## src/pic_pkg.sv

```systemverilog
// ----------------------------------------------------------------------------
// pic_pkg
// Shared types and constants of the prioritised interrupt controller.
// ----------------------------------------------------------------------------
package pic_pkg;

  localparam int unsigned SOURCE_COUNT = 5;
  localparam int unsigned CNT_W        = 2;
  localparam int unsigned VECTOR_W     = 7;

  localparam logic [VECTOR_W-1:0] VECTOR_BASE = 7'h40;

  typedef enum logic [2:0] {
    OP_WRITE   = 3'd0,
    OP_READ    = 3'd1,
    OP_REQUEST = 3'd2,
    OP_SERVICE = 3'd3,
    OP_TICK    = 3'd4,
    OP_ENABLE  = 3'd5,
    OP_DISABLE = 3'd6,
    OP_HALT    = 3'd7
  } op_t;

  localparam logic SEL_REQUEST = 1'b0;
  localparam logic SEL_ENABLE  = 1'b1;

  typedef struct packed {
    logic exec;
  } pic_cmd_t;

  typedef struct packed {
    logic result_valid;
  } pic_status_t;

endpackage

```

## src/pic_ctrl.sv

```systemverilog
// ----------------------------------------------------------------------------
// pic_ctrl
// Handshake controller: accepts a request whenever the result register is
// free or being emptied, and tracks whether that register holds a result.
// ----------------------------------------------------------------------------
module pic_ctrl
  import pic_pkg::*;
(
  input  logic        clk,
  input  logic        rst_n,
  input  logic        in_tvalid,
  output logic        in_tready,
  output logic        out_tvalid,
  input  logic        out_tready,
  output pic_cmd_t    cmd,
  output pic_status_t status
);

  typedef enum logic {
    ST_EMPTY,
    ST_FULL
  } state_t;

  state_t state_r;
  state_t state_nxt;

  assign in_tready  = (state_r == ST_EMPTY) || out_tready;
  assign out_tvalid = (state_r == ST_FULL);
  assign cmd.exec   = in_tvalid && in_tready;
  assign status.result_valid = (state_r == ST_FULL);

  always_comb begin
    state_nxt = state_r;
    unique case (state_r)
      ST_EMPTY: begin
        if (cmd.exec) begin
          state_nxt = ST_FULL;
        end
      end
      ST_FULL: begin
        if (out_tready && !cmd.exec) begin
          state_nxt = ST_EMPTY;
        end
      end
      default: state_nxt = ST_EMPTY;
    endcase
  end

  always_ff @(posedge clk) begin
    if (!rst_n) begin
      state_r <= ST_EMPTY;
    end else begin
      state_r <= state_nxt;
    end
  end

endmodule

```

## src/pic_datapath.sv

```systemverilog
// ----------------------------------------------------------------------------
// pic_datapath
// Flag registers, switch countdowns, priority picker and result register.
// ----------------------------------------------------------------------------
module pic_datapath
  import pic_pkg::*;
#(
  parameter int unsigned SWITCH_DELAY = 2
) (
  input  logic                    clk,
  input  logic                    rst_n,
  input  pic_cmd_t                cmd,
  input  logic [2:0]              op,
  input  logic                    reg_select,
  input  logic [7:0]              write_data,
  input  logic [SOURCE_COUNT-1:0] request_lines,
  output logic [7:0]              read_data,
  output logic                    taken,
  output logic [VECTOR_W-1:0]     vector,
  output logic                    master_enabled,
  output logic                    halted
);

  localparam logic [CNT_W-1:0] DELAY_LOAD = CNT_W'(SWITCH_DELAY);

  logic [7:0]          req_r, req_nxt;
  logic [7:0]          ena_r, ena_nxt;
  logic                ime_r, ime_nxt;
  logic [CNT_W-1:0]    ecnt_r, ecnt_nxt;
  logic [CNT_W-1:0]    dcnt_r, dcnt_nxt;
  logic                halt_r, halt_nxt;
  logic [7:0]          rdata_r, rdata_nxt;
  logic                taken_r, taken_nxt;
  logic [VECTOR_W-1:0] vector_r, vector_nxt;

  logic [SOURCE_COUNT-1:0] ready;
  logic                    found;
  logic [2:0]              pick;

  assign ready = req_r[SOURCE_COUNT-1:0] & ena_r[SOURCE_COUNT-1:0];

  always_comb begin
    found = 1'b0;
    pick  = '0;
    for (int i = SOURCE_COUNT - 1; i >= 0; i--) begin
      if (ready[i]) begin
        found = 1'b1;
        pick  = 3'(i);
      end
    end
  end

  always_comb begin
    req_nxt    = req_r;
    ena_nxt    = ena_r;
    ime_nxt    = ime_r;
    ecnt_nxt   = ecnt_r;
    dcnt_nxt   = dcnt_r;
    halt_nxt   = halt_r;
    rdata_nxt  = '0;
    taken_nxt  = 1'b0;
    vector_nxt = '0;
    unique case (op_t'(op))
      OP_WRITE: begin
        if (reg_select == SEL_REQUEST) begin
          req_nxt = write_data;
        end else begin
          ena_nxt = write_data;
        end
      end
      OP_READ: begin
        rdata_nxt = (reg_select == SEL_REQUEST) ? req_r : ena_r;
      end
      OP_REQUEST: begin
        halt_nxt = 1'b0;
        req_nxt  = req_r | {3'b000, request_lines};
      end
      OP_SERVICE: begin
        if (ime_r && found) begin
          req_nxt[pick] = 1'b0;
          ime_nxt       = 1'b0;
          taken_nxt     = 1'b1;
          vector_nxt    = VECTOR_BASE + {1'b0, pick, 3'b000};
        end
      end
      OP_TICK: begin
        if (dcnt_r != '0) begin
          dcnt_nxt = dcnt_r - CNT_W'(1);
          if (dcnt_r == CNT_W'(1)) begin
            ime_nxt = 1'b0;
          end
        end
        if (ecnt_r != '0) begin
          ecnt_nxt = ecnt_r - CNT_W'(1);
          if (ecnt_r == CNT_W'(1)) begin
            ime_nxt = 1'b1;
          end
        end
      end
      OP_ENABLE: begin
        ecnt_nxt = DELAY_LOAD;
        dcnt_nxt = '0;
      end
      OP_DISABLE: begin
        dcnt_nxt = DELAY_LOAD;
        ecnt_nxt = '0;
      end
      OP_HALT: begin
        halt_nxt = 1'b1;
      end
      default: begin
        halt_nxt = halt_r;
      end
    endcase
  end

  always_ff @(posedge clk) begin
    if (!rst_n) begin
      req_r  <= '0;
      ena_r  <= '0;
      ime_r  <= 1'b0;
      ecnt_r <= '0;
      dcnt_r <= '0;
      halt_r <= 1'b0;
    end else if (cmd.exec) begin
      req_r  <= req_nxt;
      ena_r  <= ena_nxt;
      ime_r  <= ime_nxt;
      ecnt_r <= ecnt_nxt;
      dcnt_r <= dcnt_nxt;
      halt_r <= halt_nxt;
    end
  end

  always_ff @(posedge clk) begin
    if (cmd.exec) begin
      rdata_r  <= rdata_nxt;
      taken_r  <= taken_nxt;
      vector_r <= vector_nxt;
    end
  end

  assign read_data      = rdata_r;
  assign taken          = taken_r;
  assign vector         = vector_r;
  assign master_enabled = ime_r;
  assign halted         = halt_r;

endmodule

```

## src/prioritized_interrupt_controller.sv

```systemverilog
// ----------------------------------------------------------------------------
// prioritized_interrupt_controller
// Five-source interrupt controller with delayed master enable and halt flag.
// ----------------------------------------------------------------------------
// Each request on the input stream carries one operation in in_tuser and its
// operands in in_tdata. Exactly one result follows every request on the
// output stream: the byte read, the dispatch flag and vector, and the master
// enable and halt flags as they stand after the operation.
// A request is executed in the cycle it is accepted and its result appears
// on the output in the next cycle. The block takes one request per cycle,
// limited only by the single result register.
// While the receiver stalls, the result is held and a new request is still
// accepted in the cycle the held result is taken.
// Reset clears all flags, countdowns and the result register's valid state.
// Enable and disable act after SWITCH_DELAY tick operations.
// ----------------------------------------------------------------------------
module prioritized_interrupt_controller
  import pic_pkg::*;
#(
  parameter int unsigned SWITCH_DELAY = 2
) (
  input  logic        clk,
  input  logic        rst_n,
  input  logic        in_tvalid,
  output logic        in_tready,
  input  logic [15:0] in_tdata,   // write_data[7:0], request_lines[12:8], zero
  input  logic [3:0]  in_tuser,   // op[2:0], reg_select[3]
  output logic        out_tvalid,
  input  logic        out_tready,
  output logic [23:0] out_tdata   // read_data[7:0], taken[8], vector[15:9],
                                  // master_enabled[16], halted[17], zero
);

  pic_cmd_t            cmd;
  pic_status_t         status;
  logic [7:0]          read_data;
  logic                taken;
  logic [VECTOR_W-1:0] vector;
  logic                master_enabled;
  logic                halted;

  pic_ctrl u_ctrl (
    .clk        (clk),
    .rst_n      (rst_n),
    .in_tvalid  (in_tvalid),
    .in_tready  (in_tready),
    .out_tvalid (out_tvalid),
    .out_tready (out_tready),
    .cmd        (cmd),
    .status     (status)
  );

  pic_datapath #(
    .SWITCH_DELAY (SWITCH_DELAY)
  ) u_datapath (
    .clk            (clk),
    .rst_n          (rst_n),
    .cmd            (cmd),
    .op             (in_tuser[2:0]),
    .reg_select     (in_tuser[3]),
    .write_data     (in_tdata[7:0]),
    .request_lines  (in_tdata[12:8]),
    .read_data      (read_data),
    .taken          (taken),
    .vector         (vector),
    .master_enabled (master_enabled),
    .halted         (halted)
  );

  assign out_tdata = {6'b000000, halted, master_enabled, vector, taken, read_data};

  a_ready_follows_slot: assert property (@(posedge clk) disable iff (!rst_n)
    in_tready == (!status.result_valid || out_tready))
    else $error("input ready does not follow the result register state");

  a_taken_drops_master: assert property (@(posedge clk) disable iff (!rst_n)
    out_tvalid && out_tdata[8] |-> !out_tdata[16])
    else $error("dispatch left the master enable set");

  a_vector_iff_taken: assert property (@(posedge clk) disable iff (!rst_n)
    out_tvalid |-> (out_tdata[8] == (out_tdata[15:9] != '0)))
    else $error("vector and dispatch flag disagree");

  a_read_excludes_taken: assert property (@(posedge clk) disable iff (!rst_n)
    out_tvalid && out_tdata[8] |-> (out_tdata[7:0] == 8'h00))
    else $error("dispatch result carries read data");

endmodule

```

## config.mk

```make
export PLATFORM = sky130hd
export DESIGN_NAME = prioritized_interrupt_controller
export DESIGN_NICKNAME = d
export VERILOG_FILES = /design/src/pic_pkg.sv /design/src/pic_ctrl.sv /design/src/pic_datapath.sv /design/src/prioritized_interrupt_controller.sv
export SDC_FILE = /design/constraint.sdc
export NUM_CORES = 1
export LEC_CHECK = 0
export BUFFER_PORTS_ARGS = -buffer_cell sky130_fd_sc_hd__buf_2
export CORE_ASPECT_RATIO = 1.2
export CORE_MARGIN = 5
export CORE_UTILIZATION = 45
export DETAILED_ROUTE_END_ITERATION = 16
export GPL_TIMING_DRIVEN = 0
export PLACE_DENSITY = 0.7
export SLEW_MARGIN = 20
export SYNTH_ARGS = -nofsm -noshare
export SYNTH_HDL_FRONTEND = slang
export SYNTH_SLANG_ARGS = --single-unit
```

## constraint.sdc

```tcl
create_clock -name clk -period 1.8 [get_ports clk]
set_input_delay 0.18 -clock clk [delete_from_list [all_inputs] [get_ports clk]]
set_output_delay 0.18 -clock clk [all_outputs]
set_load 0.02 [all_outputs]
```

* Word-level counts from Yosys, hierarchy flattened
Index checks and enable logic that the tools add are counted.
Storage, ports and cells: bits in read-only memories 0, memories kept 0, bits in latches 0, register bits after elaboration 39, logic and storage cells 84, memory bits (writable) 0, output and inout bits 26, input bits 24
Operators by class: multiplexer cells 31, multiply operators 0, shifts and indexed selects 0, reduce and logical (&&, ||, !) cells 20, $lt $le $gt $ge 2, div/mod/pow operators 0, add/sub/neg operators 3, bitwise operators 5, equal/unequal tests 13
Operators by type and width (count):
- $mux W8 | 3
- $pmux W8 S3 | 1
- $mux W3 | 5
- $mux W1 | 14
- $eq A3 B3 Y1 const B | 4
- $pmux W2 S3 | 2
- $reduce_and A3 Y1 | 4
- $and A8 B8 Y8 | 1
- $not A8 Y8 | 1
- $or A8 B5 Y8 | 1
- $reduce_bool A2 Y1 | 4
- $add A7 B6 Y7 const A | 1
- $eq A3 B2 Y1 const B | 2
- $ne A2 B1 Y1 const B | 3
- $pmux W1 S2 | 3
- $reduce_bool A3 Y1 | 2
- $and A5 B5 Y5 | 1
- $eq A2 B1 Y1 const B | 2
- $logic_and A1 B1 Y1 | 4
- $lt A3 B4 Y1 const B | 1
- $mux W2 | 2
- $reduce_and A2 Y1 | 2
- $reduce_and A4 Y1 | 1
- $sub A2 B1 Y2 const B | 2
- 8 further kinds | 8

* Depth between registers and ports, before layout
Gate-level depths: netlist of run 1.
depth in word-level cells 14, mapped depth 7

* Cells and area by module
Synthesis of run 1 repeated with hierarchy kept, for this count alone.
Second synthesis, totals: cells, all modules 215, area, all modules 1995.7 um^2
Modules (own cells, without submodules):
- pic_datapath | cells an instance 199, area each 1859.3 um^2, times used 1, sequential area each 830.8 um^2
- prioritized_interrupt_controller | cells an instance 10, area each 71.3 um^2, times used 1, sequential area each 0.0 um^2
- pic_ctrl | cells an instance 6, area each 65.1 um^2, times used 1, sequential area each 20.0 um^2

* Worst setup path before layout of run 1
OpenSTA, ideal clock, no wires.
kind reg-to-reg, start register u_ctrl.state_r, in the netlist u_ctrl.out_tvalid, end register u_datapath.ena_r[0], setup slack 116 ps, cell stages (with the launch flop) 7, clock period less this slack 1684 ps, setup time 128 ps, arrival time 1557 ps, buffers on the path 0, data required time 1672 ps, path through dfxtp_1 > nand2b_1 > nand2_1 > inv_2 > nand4_2 > mux2i_1 > nor2_1
Between the ends: word-level cells in the longest chain between the ends 4
RTL lines:
- from (decl) | RTL line pic_ctrl.sv:24 | state_t state_r;
- from (signal assigned) | RTL line pic_ctrl.sv:53 | state_r <= state_nxt;
- $not A1 Y1
- $logic_or A1 B1 Y1 | RTL line pic_ctrl.sv:27 | assign in_tready = (state_r == ST_EMPTY) || out_tready;
- via in_tready | RTL line prioritized_interrupt_controller.sv:25 | output logic in_tready,
- $logic_and A1 B1 Y1 | RTL line pic_ctrl.sv:29 | assign cmd.exec = in_tvalid && in_tready;
- via cmd | RTL line prioritized_interrupt_controller.sv:34 | pic_cmd_t cmd;
- $reduce_and A3 Y1 (no line)
- to (signal assigned) | RTL line pic_datapath.sv:127 | ena_r <= ena_nxt;
- to (decl) | RTL line pic_datapath.sv:27 | logic [7:0] ena_r, ena_nxt;
The timed path passes the listed nets, and every way through them passes these cells. A chain may end at the register's enable or synchronous reset.

* Final worst setup path of run 1
start register u_datapath.req_r[0], end register u_datapath.req_r[0]
Between the ends: word-level cells in the longest chain between the ends 10
RTL lines:
- from (decl) | RTL line pic_datapath.sv:26 | logic [7:0] req_r, req_nxt;
- from (signal assigned) | RTL line pic_datapath.sv:126 | req_r <= req_nxt;
- $and A5 B5 Y5 | RTL line pic_datapath.sv:40 | assign ready = req_r[SOURCE_COUNT-1:0] & ena_r[SOURCE_COUNT-1:0];
- $mux W3 | RTL line pic_datapath.sv:46 | if (ready[i]) begin
- $lt A3 B4 Y1 (implied by the code) or $ge A3 B1 Y1 (tied branches) | RTL line pic_datapath.sv:80 | req_nxt[pick] = 1'b0;
- $logic_and A1 B1 Y1 (implied by the code) | RTL line pic_datapath.sv:80
- $mux W1 (implied by the code) | RTL line pic_datapath.sv:80
- $demux W1 S3
- $not A8 Y8 (no line)
- $and A8 B8 Y8 (no line)
- $mux W8 | RTL line pic_datapath.sv:79 | if (ime_r && found) begin
- $pmux W8 S3 | RTL line pic_datapath.sv:63 | unique case (op_t'(op))
Several ways; a longest one is shown, not always the timed one. The select of a mux whose other input is x is not followed.

==> results of run 1 <==
-- where the power goes --
part	switching [uW]	leakage (uW)	internal (uW)
logic	155	0.000677	96.9
clock network	287	0.0000541	409
registers	19.3	0.000318	871
-- placed cells by master, fill, tap and decap left out, types with 2 or more instances in the layout --
cell type  netlist  final
a211oi_1         3      3
a21oi_1         14     14
a311oi_1         2      2
a31oi_1          3      3
buf_2            4     41
buf_4           12     12
clkbuf_1         4      4
clkbuf_8         0      5
conb_1           1      9
dfxtp_1         23     23
edfxtp_1        13     13
ha_1             3      3
inv_1            9      9
inv_2            3      3
mux2i_1         21     21
nand2_1         15     15
nand2b_1         4      4
nand3_1          6      6
nand4_1          2      2
nor2_1          33     33
nor3_1           2      2
o21ai_0          5      5
o21ai_1          3      3
-- synthesized netlist by cell type (all sizes together) (2+ instances only) --
cell / count
a211oi: 4
a21oi: 14
a22oi: 2
a311oi: 2
a31oi: 3
and3: 2
buf: 16
clkbuf: 4
dfxtp: 23
edfxtp: 13
ha: 3
inv: 12
mux2i: 21
nand2: 15
nand2b: 4
nand3: 6
nand4: 3
nor2: 33
nor3: 2
o21ai: 8
-- layer usage --
layer,wire length [um],vias to the layer above,GRT usage
li1,-,796,-
met1,1748,650,0.1719
met2,1798,48,0.2462
met3,279,8,0.04703
met4,93,0,0.07617
met5,0,-,0
-- timing repair --
| action | in CTS | in global routing |
|---|---|---|
| hold buffers | 0 | 0 |
| buffers inserted | 0 | 0 |
| endpoints found under the setup margin | 0 | 8 |
| gates resized for setup | 0 | 1 |
-- worst min-delay path, delay by kind of cell --
kind | cells | cell delay, ns
mux | 1 | 0.06
buf+inv | 1 | 0.08
simple gates | 1 | 0.07
-- area by class of cell --
class                           count  share of cell area
Buffer                             20             0.05467
Multi-Input combinational cell    142              0.3948
Inverter                           12             0.01968
Tap cell                           54             0.02952
Clock inverter                      3             0.01859
Clock buffer                        5             0.03007
Timing Repair Buffer               37             0.08092
Sequential cell                    36              0.3718
-- flip-flops by register name (all words and copies together) (netlist names) --
signal / flops
u_datapath.vector: 4
u_datapath.master_enabled: 1
u_datapath.dcnt_r: 2
u_datapath.ecnt_r: 2
u_datapath.read_data: 8
u_datapath.taken: 1
u_datapath.req_r: 8
u_datapath.ena_r: 8
u_datapath.halted: 1
u_ctrl.out_tvalid: 1
-- through the flow --
stage,setup WS (ns),instance area [um^2]
3_3_place_gp,0.1185,2168
4_1_cts,0.09385,2280
2_1_floorplan,0.1157,1916
5_1_grt,0.009425,2288
3_5_place_dp,0.1042,2168
6_report,0.1703,2288
-- cells by family (layout without fill, tap and decap cells) --
family | count (synthesis) | count (layout) | synth area share
compound gates | 39 | 39 | 0.1467
xor+xnor | 1 | 1 | 0.004646
fa+ha+maj | 3 | 3 | 0.01991
buf+inv | 32 | 77 | 0.09024
flops | 36 | 36 | 0.4512
mux | 21 | 21 | 0.1115
other cells | 1 | 9 | 0.001989
simple gates | 69 | 69 | 0.1739
-- worst max path at each step --
stage,start,to,cells after the start
2_1_floorplan,u_ctrl.out_tvalid,u_datapath.ena_r[0],6
3_3_place_gp,u_ctrl.out_tvalid,u_datapath.ena_r[0],6
3_5_place_dp,u_ctrl.out_tvalid,u_datapath.ena_r[4],6
4_1_cts,u_ctrl.out_tvalid,u_datapath.ena_r[4],6
5_1_grt,u_datapath.req_r[0],u_datapath.req_r[0],5
6_report,u_datapath.req_r[0],u_datapath.req_r[0],5
==> impl_metrics.tcl, run 1 <==
set metrics [dict create \
    holdWs_ns 0.1333 \
    slew_headroom 0.6239 \
    synth_warnings 0 \
    dp_hpwl_mm 2.977 \
    holdPathStages 3 \
    synth_edf_count 13 \
    cts_root_buffer "clkbuf_8" \
    fmax_mhz 613.6 \
    cts_made_buffers 5 \
    hold_viol_final 0 \
    cts_max_level 2 \
    grt_usage 0.1479 \
    synthTopCellsByArea "dfxtp_1 (24%), edfxtp_1 (21%), mux2i_1 (11%)" \
    ys_async_sr_fraction 0 \
    synth_ff_type "dfxtp_1" \
    port_buffers 37 \
    setup-violations-final 0 \
    rsz0062_at_grt "false" \
    hp-start "in_tdata[6]" \
    critPathKind "register to register" \
    grt_overflow 0 \
    wl_per_cell_um 12.68 \
    synth_top_area_share 0.2442 \
    end_kind "register" \
    critPathArrivalTime_ns 1.84 \
    min_to "u_datapath.req_r[6]" \
    status "finished clean" \
    rows 25 \
    final-seq-area_um2 850.8 \
    syn-mean-instance-area_um2 9.334 \
    seq_area_frac_synth 0.4512 \
    cp_max_fo 10 \
    drv_slew 0 \
    p_total_uw 1839 \
    layout.cells.non_filler 309 \
    grt_max_degree 17 \
    ant_nets 0 \
    fillers 394 \
    worst_pin_slew_ns 0.5596 \
    fin_crit_ns 1.630 \
    die_x_um 69.09 \
    max_stage_delay_ns 0.46 \
    r2r_cells 5 \
    tns_ns 0 \
    ir_drop_mv 0.4086 \
    cp-start-kind "register" \
    hp-class "input pin to register" \
    place_inst 301 \
    yosys_register_bits 36 \
    power_density_nw_per_um2 803.8 \
    firstDrtPassIters 4 \
    reg2reg_to "u_datapath.req_r[0]" \
    syn2layout_area_growth_pct 21.37 \
    critical_path_required_ns 2.01 \
    path_cells "a22oi_2 > and3_4 > a211oi_4 > nor2_1 > a311oi_1" \
    synth_top_cell_by_area "dfxtp_1" \
    drive_gt1_frac 0.2824 \
    fp.coreArea_um2 4004 \
    clock_latency_ns 0.29 \
    vias 1502 \
    period_share 0.9054 \
    grt_pass1_vias 1436 \
    place_congestion 0.8173 \
    initialDrtViolationCount 80 \
    multiInputGateArea_um2 903.4 \
    path_delay_family "compound AO/OA/AOI/OAI gates" \
    grt_pass1_wl_mm 6.479 \
    clock_path_buffers 2 \
    skew_ns 0.006155 \
    tritoncts "built" \
    reg2reg_from "u_datapath.req_r[0]" \
    num_io_pins 50 \
    diodes 0 \
    slowest_stage "dfxtp_1" \
    fp.dieH_um 80.91 \
    maxCapViolCount 0 \
    grt_antenna_before_repair 0 \
    fin_nets 281 \
    ff2ff_setup_slack_ns 0.17 \
    drcViolationCount 0 \
    syn_area_um2 1886 \
    initial_utilization 0.4709 \
    via_per_inst 4.861 \
    wirelength_mm 3.919 \
    fin_util 0.5716 \
    ys_types 39 \
    syn_inst 202 \
    clk_pin_slew_worst_paths_ns 0.07 \
    path_buf_inv 0 \
    die_area_um2 5590 \
    clock_sinks 36 \
    p_leak_uw 0.001049 \
]
Note: power is estimated with default switching activity, not from simulation.
==> run 2, diff against run 1 <==
--- a/config.mk
+++ b/config.mk
@@ -12,6 +12,8 @@
 export DETAILED_ROUTE_END_ITERATION = 16
 export GPL_TIMING_DRIVEN = 0
 export PLACE_DENSITY = 0.7
+export RECOVER_POWER = 100
+export SKIP_LAST_GASP = 1
 export SLEW_MARGIN = 20
 export SYNTH_ARGS = -nofsm -noshare
 export SYNTH_HDL_FRONTEND = slang
==> constraint.sdc (replaced) <==
create_clock -name clk -period 1.8 [get_ports clk]
set_input_delay 0.18 -clock clk [delete_from_list [all_inputs] [get_ports clk]]
set_output_delay 0.18 -clock clk [all_outputs]
set_load 0.01 [all_outputs]
==> run 2 against run 1 <==
Compared with the run above: clock skew about the same; non-clock buffer count unchanged; largest cell class unchanged; sequential cell count unchanged; largest power group unchanged; register-to-register slack about the same.
==> impl_metrics.tcl, run 2 (synthesis gave the netlist of run 1 again) <==
set metrics [dict create \
    period_share 0.9095 \
    slew_headroom 0.6227 \
    hold_viol_final 0 \
    r2r_cells 5 \
    p_int_uw 1371 \
    initial_utilization 0.4709 \
    firstDrtPassIters 4 \
    fillers 397 \
    skew_ns 0.006497 \
    path_cells "a22oi_2 > and3_4 > a211oi_4 > nor2_1 > a311oi_1" \
    path_delay_family "compound AO/OA/AOI/OAI gates" \
    maxCapViolCount 0 \
    clock_sinks 36 \
    switchingPower_uw 441.1 \
    rsz0062_at_grt "false" \
    grt_usage 0.1479 \
    dp_hpwl_mm 2.977 \
    status "finished clean" \
    num_io_pins 50 \
    clk_pin_slew_worst_paths_ns 0.07 \
    holdWs_ns 0.1332 \
    drcViolationCount 0 \
    grt_pass1_vias 1436 \
    fin_crit_ns 1.637 \
    critPathKind "register to register" \
    cts_root_buffer "clkbuf_8" \
    slowest_stage "dfxtp_1" \
    holdPathStages 3 \
    setup-violations-final 0 \
    wirelength_mm 3.934 \
    grt_overflow 0 \
    via_per_inst 4.816 \
    vias 1488 \
    clock_path_buffers 2 \
    ir_drop_mv 0.4089 \
    cts_made_buffers 5 \
    p_comb_frac 0.124 \
    syn2layout_area_growth_pct 20.11 \
    grt_pass1_wl_mm 6.479 \
    die_x_um 69.09 \
    tns_ns 0 \
    seqPwrFrac 0.492 \
    grt_antenna_before_repair 0 \
    critPathArrivalTime_ns 1.84 \
    max_stage_delay_ns 0.47 \
    worst_pin_slew_ns 0.5613 \
    fp.coreArea_um2 4004 \
    cp-start-kind "register" \
    clock_latency_ns 0.29 \
    cp_max_fo 10 \
    port_buffers 37 \
    cts_max_level 2 \
    fmax_mhz 610.9 \
    hp-start "in_tdata[6]" \
    critical_path_required_ns 2.01 \
    power_density_nw_per_um2 800.3 \
    hold_buffers 0 \
    reg2reg_from "u_datapath.req_r[0]" \
    die_area_um2 5590 \
    initialDrtViolationCount 62 \
    p_leak_uw 0.0009897 \
    final_common_cell "nor2_1" \
    end_kind "register" \
    wl_per_cell_um 12.73 \
    hp-class "input pin to register" \
    ctsResizeCount 0 \
    reg2reg_to "u_datapath.req_r[0]" \
    p_sw_frac 0.2434 \
    grt_max_degree 17 \
    fin_nets 281 \
    clock_power_share 0.384 \
    path_buf_inv 0 \
    drv_slew 0 \
    fp.dieH_um 80.91 \
    place_congestion 0.8173 \
    ff2ff_setup_slack_ns 0.16 \
    diodes 0 \
    ant_nets 0 \
    min_to "u_datapath.req_r[6]" \
    tritoncts "built" \
    rows 25 \
    drive_gt1_frac 0.2078 \
    cts_setup_buffers 0 \
    final_cell_mix "nor2_1 (33), clkbuf_1 (23), dfxtp_1 (23)" \
]
-- run 2: cell types whose count changed in the layout (fill, tap and decap cells not counted), sizes merged --
cell	before	now
clkbuf	9	29
buf	53	33
-- run 2: area by class of cell --
type | instances | area, um^2 | share of cell area
multi-input cells | 142 | 903.4 | 0.3989
flip-flops and latches | 36 | 850.8 | 0.3757
repair buffers | 37 | 162.7 | 0.07182
plain buffers | 20 | 123.9 | 0.05470
clock buffers | 5 | 68.82 | 0.03039
well taps | 54 | 67.56 | 0.02983
inverters | 12 | 45.04 | 0.01989
clock inverters | 3 | 42.54 | 0.01878
-- run 2: worst max path at each step --
stage	from	to	slack [ns]	cells after the start
after CTS	u_ctrl.out_tvalid	u_datapath.ena_r[4]	0.09	6
after floorplan	u_ctrl.out_tvalid	u_datapath.ena_r[0]	0.26	6
after global placement	u_ctrl.out_tvalid	u_datapath.ena_r[0]	0.12	6
final	u_datapath.req_r[0]	u_datapath.req_r[0]	0.16	5
after global routing	u_datapath.req_r[0]	u_datapath.req_r[0]	0.009	5
after detailed placement	u_ctrl.out_tvalid	u_datapath.ena_r[4]	0.10	6
-- run 2: tightest hold or removal path, stage by stage --
cell and delay [ns]:
buf_2 0.08, mux2i_1 0.06, nor2_1 0.07
-- run 2: power by group through the flow --
stage	clock network, uW	registers [uW]	logic, uW
after global routing	752	895	251
after floorplan	0	914	149
after detailed placement	0	909	228
after global placement	0	908	225
after CTS	707	890	229
final	697	891	225
-- run 2: metal layers --
layer,GRT usage,wire (um),vias up
li1,-,-,795
met1,0.1719,1776,639
met2,0.2462,1793,46
met3,0.04703,271,8
met4,0.07617,93,0
met5,0,0,-
-- run 2: per-stage QoR --
step             util  cell area [um^2]  total power, uW  instances  setup slack (ns)
2_1_floorplan       -              1916             1063        210            0.2625
3_3_place_gp   0.5416              2168             1133        301            0.1185
3_5_place_dp   0.5416              2168             1137        301            0.1042
4_1_cts        0.5694              2280             1826        309           0.09385
5_1_grt        0.5656              2265             1898        309          0.009439
6_report       0.5656              2265             1812        309            0.1630
==> run 3, diff against run 2 <==
--- a/config.mk
+++ b/config.mk
@@ -5,13 +5,14 @@
 export SDC_FILE = /design/constraint.sdc
 export NUM_CORES = 1
 export LEC_CHECK = 0
+export ABC_AREA = 1
 export BUFFER_PORTS_ARGS = -buffer_cell sky130_fd_sc_hd__buf_2
 export CORE_ASPECT_RATIO = 1.2
 export CORE_MARGIN = 5
 export CORE_UTILIZATION = 45
 export DETAILED_ROUTE_END_ITERATION = 16
 export GPL_TIMING_DRIVEN = 0
-export PLACE_DENSITY = 0.7
+export PLACE_DENSITY = 0.69
 export RECOVER_POWER = 100
 export SKIP_LAST_GASP = 1
 export SLEW_MARGIN = 20
==> run 3 against run 2 <==
Compared with the run above: first-iteration DRC count increased to 2.5 times the previous value; clock skew about the same; clock power decreased by 1%; via count increased by 18%; global-route usage increased by 1.4 points; non-clock buffer count decreased by 7; critical path type unchanged; highest routed layer unchanged.
==> impl_metrics.tcl, run 3 <==
set metrics [dict create \
    status "finished clean" \
    p_total_uw 1829 \
    holdPathStages 3 \
    via_per_inst 4.749 \
    drive_gt1_frac 0.1783 \
    ys_types 29 \
    tritoncts "built" \
    cp-endpoint "u_datapath.req_r[0]" \
    hold_viol_final 0 \
    clock_latency_ns 0.28 \
    place_congestion 0.8656 \
    period_share 0.8792 \
    synthTopCellsByArea "dfxtp_1 (23%), edfxtp_1 (20%), nand2_1 (12%)" \
    maxCapViolCount 0 \
    max_stage_delay_ns 0.37 \
    path_cells "nand2_4 > nand2_1 > clkinv_2 > nand2_1 > nor2_4 > nand2_4 > inv_4 > nand2_1 > a21oi_1" \
    grt_max_degree 20 \
    initial_utilization 0.4612 \
    multiInputGateArea_um2 867.1 \
    gr-usage-met3 0.03874 \
    final_common_cell "nand2_1" \
    r2r_cells 9 \
    syn-mean-instance-area_um2 7.446 \
    hold_buffers 0 \
    fmax_mhz 631.9 \
    port_buffers 34 \
    fin_crit_ns 1.583 \
    post-synth-top-count-cell "nand2_1" \
    grt_antenna_before_repair 0 \
    setup-violations-final 0 \
    cts_root_buffer "clkbuf_8" \
    final-seq-area_um2 850.8 \
    critPathArrivalTime_ns 1.75 \
    path_depth 9 \
    rows 26 \
    grt_pass1_wl_mm 7.279 \
    critPathKind "register to register" \
    syn_area_um2 1966 \
    ys_async_sr_fraction 0 \
    skew_ns 0.006155 \
    ant_nets 0 \
    end_kind "register" \
    top_usage_layer "met2" \
    cts_setup_buffers 0 \
    slew_headroom 0.6456 \
    syn_inst 264 \
    synth_top_cell_by_area "dfxtp_1" \
    grt_util_met1 0.1824 \
    cp-start-kind "register" \
    seq_area_frac_synth 0.4328 \
    tns_ns 0 \
    synth_edf_count 13 \
    wl_per_cell_um 11.78 \
    diodes 0 \
    synth_top_area_share 0.2342 \
    path_delay_family "simple AND/OR/NAND/NOR gates" \
    p_leak_uw 0.001006 \
    drcViolationCount 0 \
    reg2reg_to "u_datapath.req_r[0]" \
    setup.worst_path.start "u_ctrl.out_tvalid" \
    clk_pin_slew_worst_paths_ns 0.07 \
    grt_usage 0.1616 \
    grt_overflow 0 \
    cts_made_buffers 5 \
    fillers 439 \
    worst_pin_slew_ns 0.5292 \
    die_area_um2 5795 \
    critical_path_required_ns 1.97 \
    path_buf_inv 2 \
    ctsResizeCount 0 \
    fp.dieH_um 82.40 \
    drv_slew 0 \
    fp.coreArea_um2 4262 \
    final_cell_mix "nand2_1 (62), nor2_1 (37), inv_1 (29)" \
    vias 1757 \
    power_density_nw_per_um2 790.3 \
    grt_pass1_vias 1661 \
    die_x_um 70.33 \
    ir_drop_mv 0.4506 \
    slowest_stage "dfxtp_1" \
    clock_path_buffers 2 \
    crit_path_frequent_cell "nand2_1" \
    hp-class "input pin to register" \
    num_io_pins 50 \
    clock_sinks 36 \
    dp_hpwl_mm 3.212 \
    fin_util 0.5432 \
    firstDrtPassIters 4 \
    synth_ff_type "dfxtp_1" \
    cp_max_fo 19 \
    syn2layout_area_growth_pct 17.76 \
    ff2ff_setup_slack_ns 0.22 \
    synth_warnings 0 \
    cts_max_level 2 \
    reg2reg_from "u_ctrl.out_tvalid" \
    rsz0062_at_grt "false" \
    wirelength_mm 4.358 \
    fin_nets 340 \
    initialDrtViolationCount 157 \
    yosys_register_bits 36 \
    yosys-top-cells-count "nand2_1 (61), nor2_1 (37), inv_1 (28)" \
    grt_util_met2 0.2856 \
]
[run 3: how the worst min path moves through the flow]
stage,from,to
finish,in_tvalid,u_ctrl.out_tvalid
CTS,in_tvalid,u_ctrl.out_tvalid
global route,in_tvalid,u_ctrl.out_tvalid
floorplan,in_tvalid,u_ctrl.out_tvalid
detailed placement,in_tdata[7],u_datapath.req_r[7]
global placement,in_tdata[7],u_datapath.req_r[7]
[run 3: report_power, final]
part,switching (uW),internal [uW]
Clock,279,411
Sequential,19.2,877
Combinational,152,91.7
Total,450,1380
[run 3: cells by family (layout without fill, tap and decap cells)]
family | after synthesis | after routing | share of synthesized area
AND/OR/NAND/NOR | 123 | 123 | 0.2788
buffers and inverters | 52 | 94 | 0.1375
AO/OA/AOI/OAI | 49 | 49 | 0.1299
flip-flops | 36 | 36 | 0.4328
adder cells (fa/ha/maj) | 3 | 3 | 0.01910
other | 1 | 9 | 0.001908
[run 3: metal layers]
layer / part of all wire / vias to the layer above
li1: - / 918
met1: 0.43 / 774
met2: 0.48 / 53
met3: 0.057 / 12
met4: 0.028 / 0
met5: 0 / -
[run 3: cell type report]
class / instances / area share
flip-flops and latches: 36 / 0.3676
multi-input cells: 184 / 0.3746
plain buffers: 16 / 0.05351
well taps: 56 / 0.03027
repair buffers: 34 / 0.06432
clock buffers: 6 / 0.03135
clock inverters: 2 / 0.01514
inverters: 36 / 0.06324
[run 3: per-stage QoR]
stage,setup WS (ns),area (um^2),cells,hold WS (ns)
floorplan,0.4201,1996,272,0.3140
global placement,0.2862,2236,362,0.4292
detailed placement,0.2603,2236,362,0.4435
CTS,0.2472,2344,370,0.1505
global route,0.05925,2315,370,0.1559
finish,0.2174,2315,370,0.1502
[run 3: tightest hold or removal path: stages]
cell and delay (ns):
buf_2 0.10, inv_1 0.04, a21oi_1 0.05
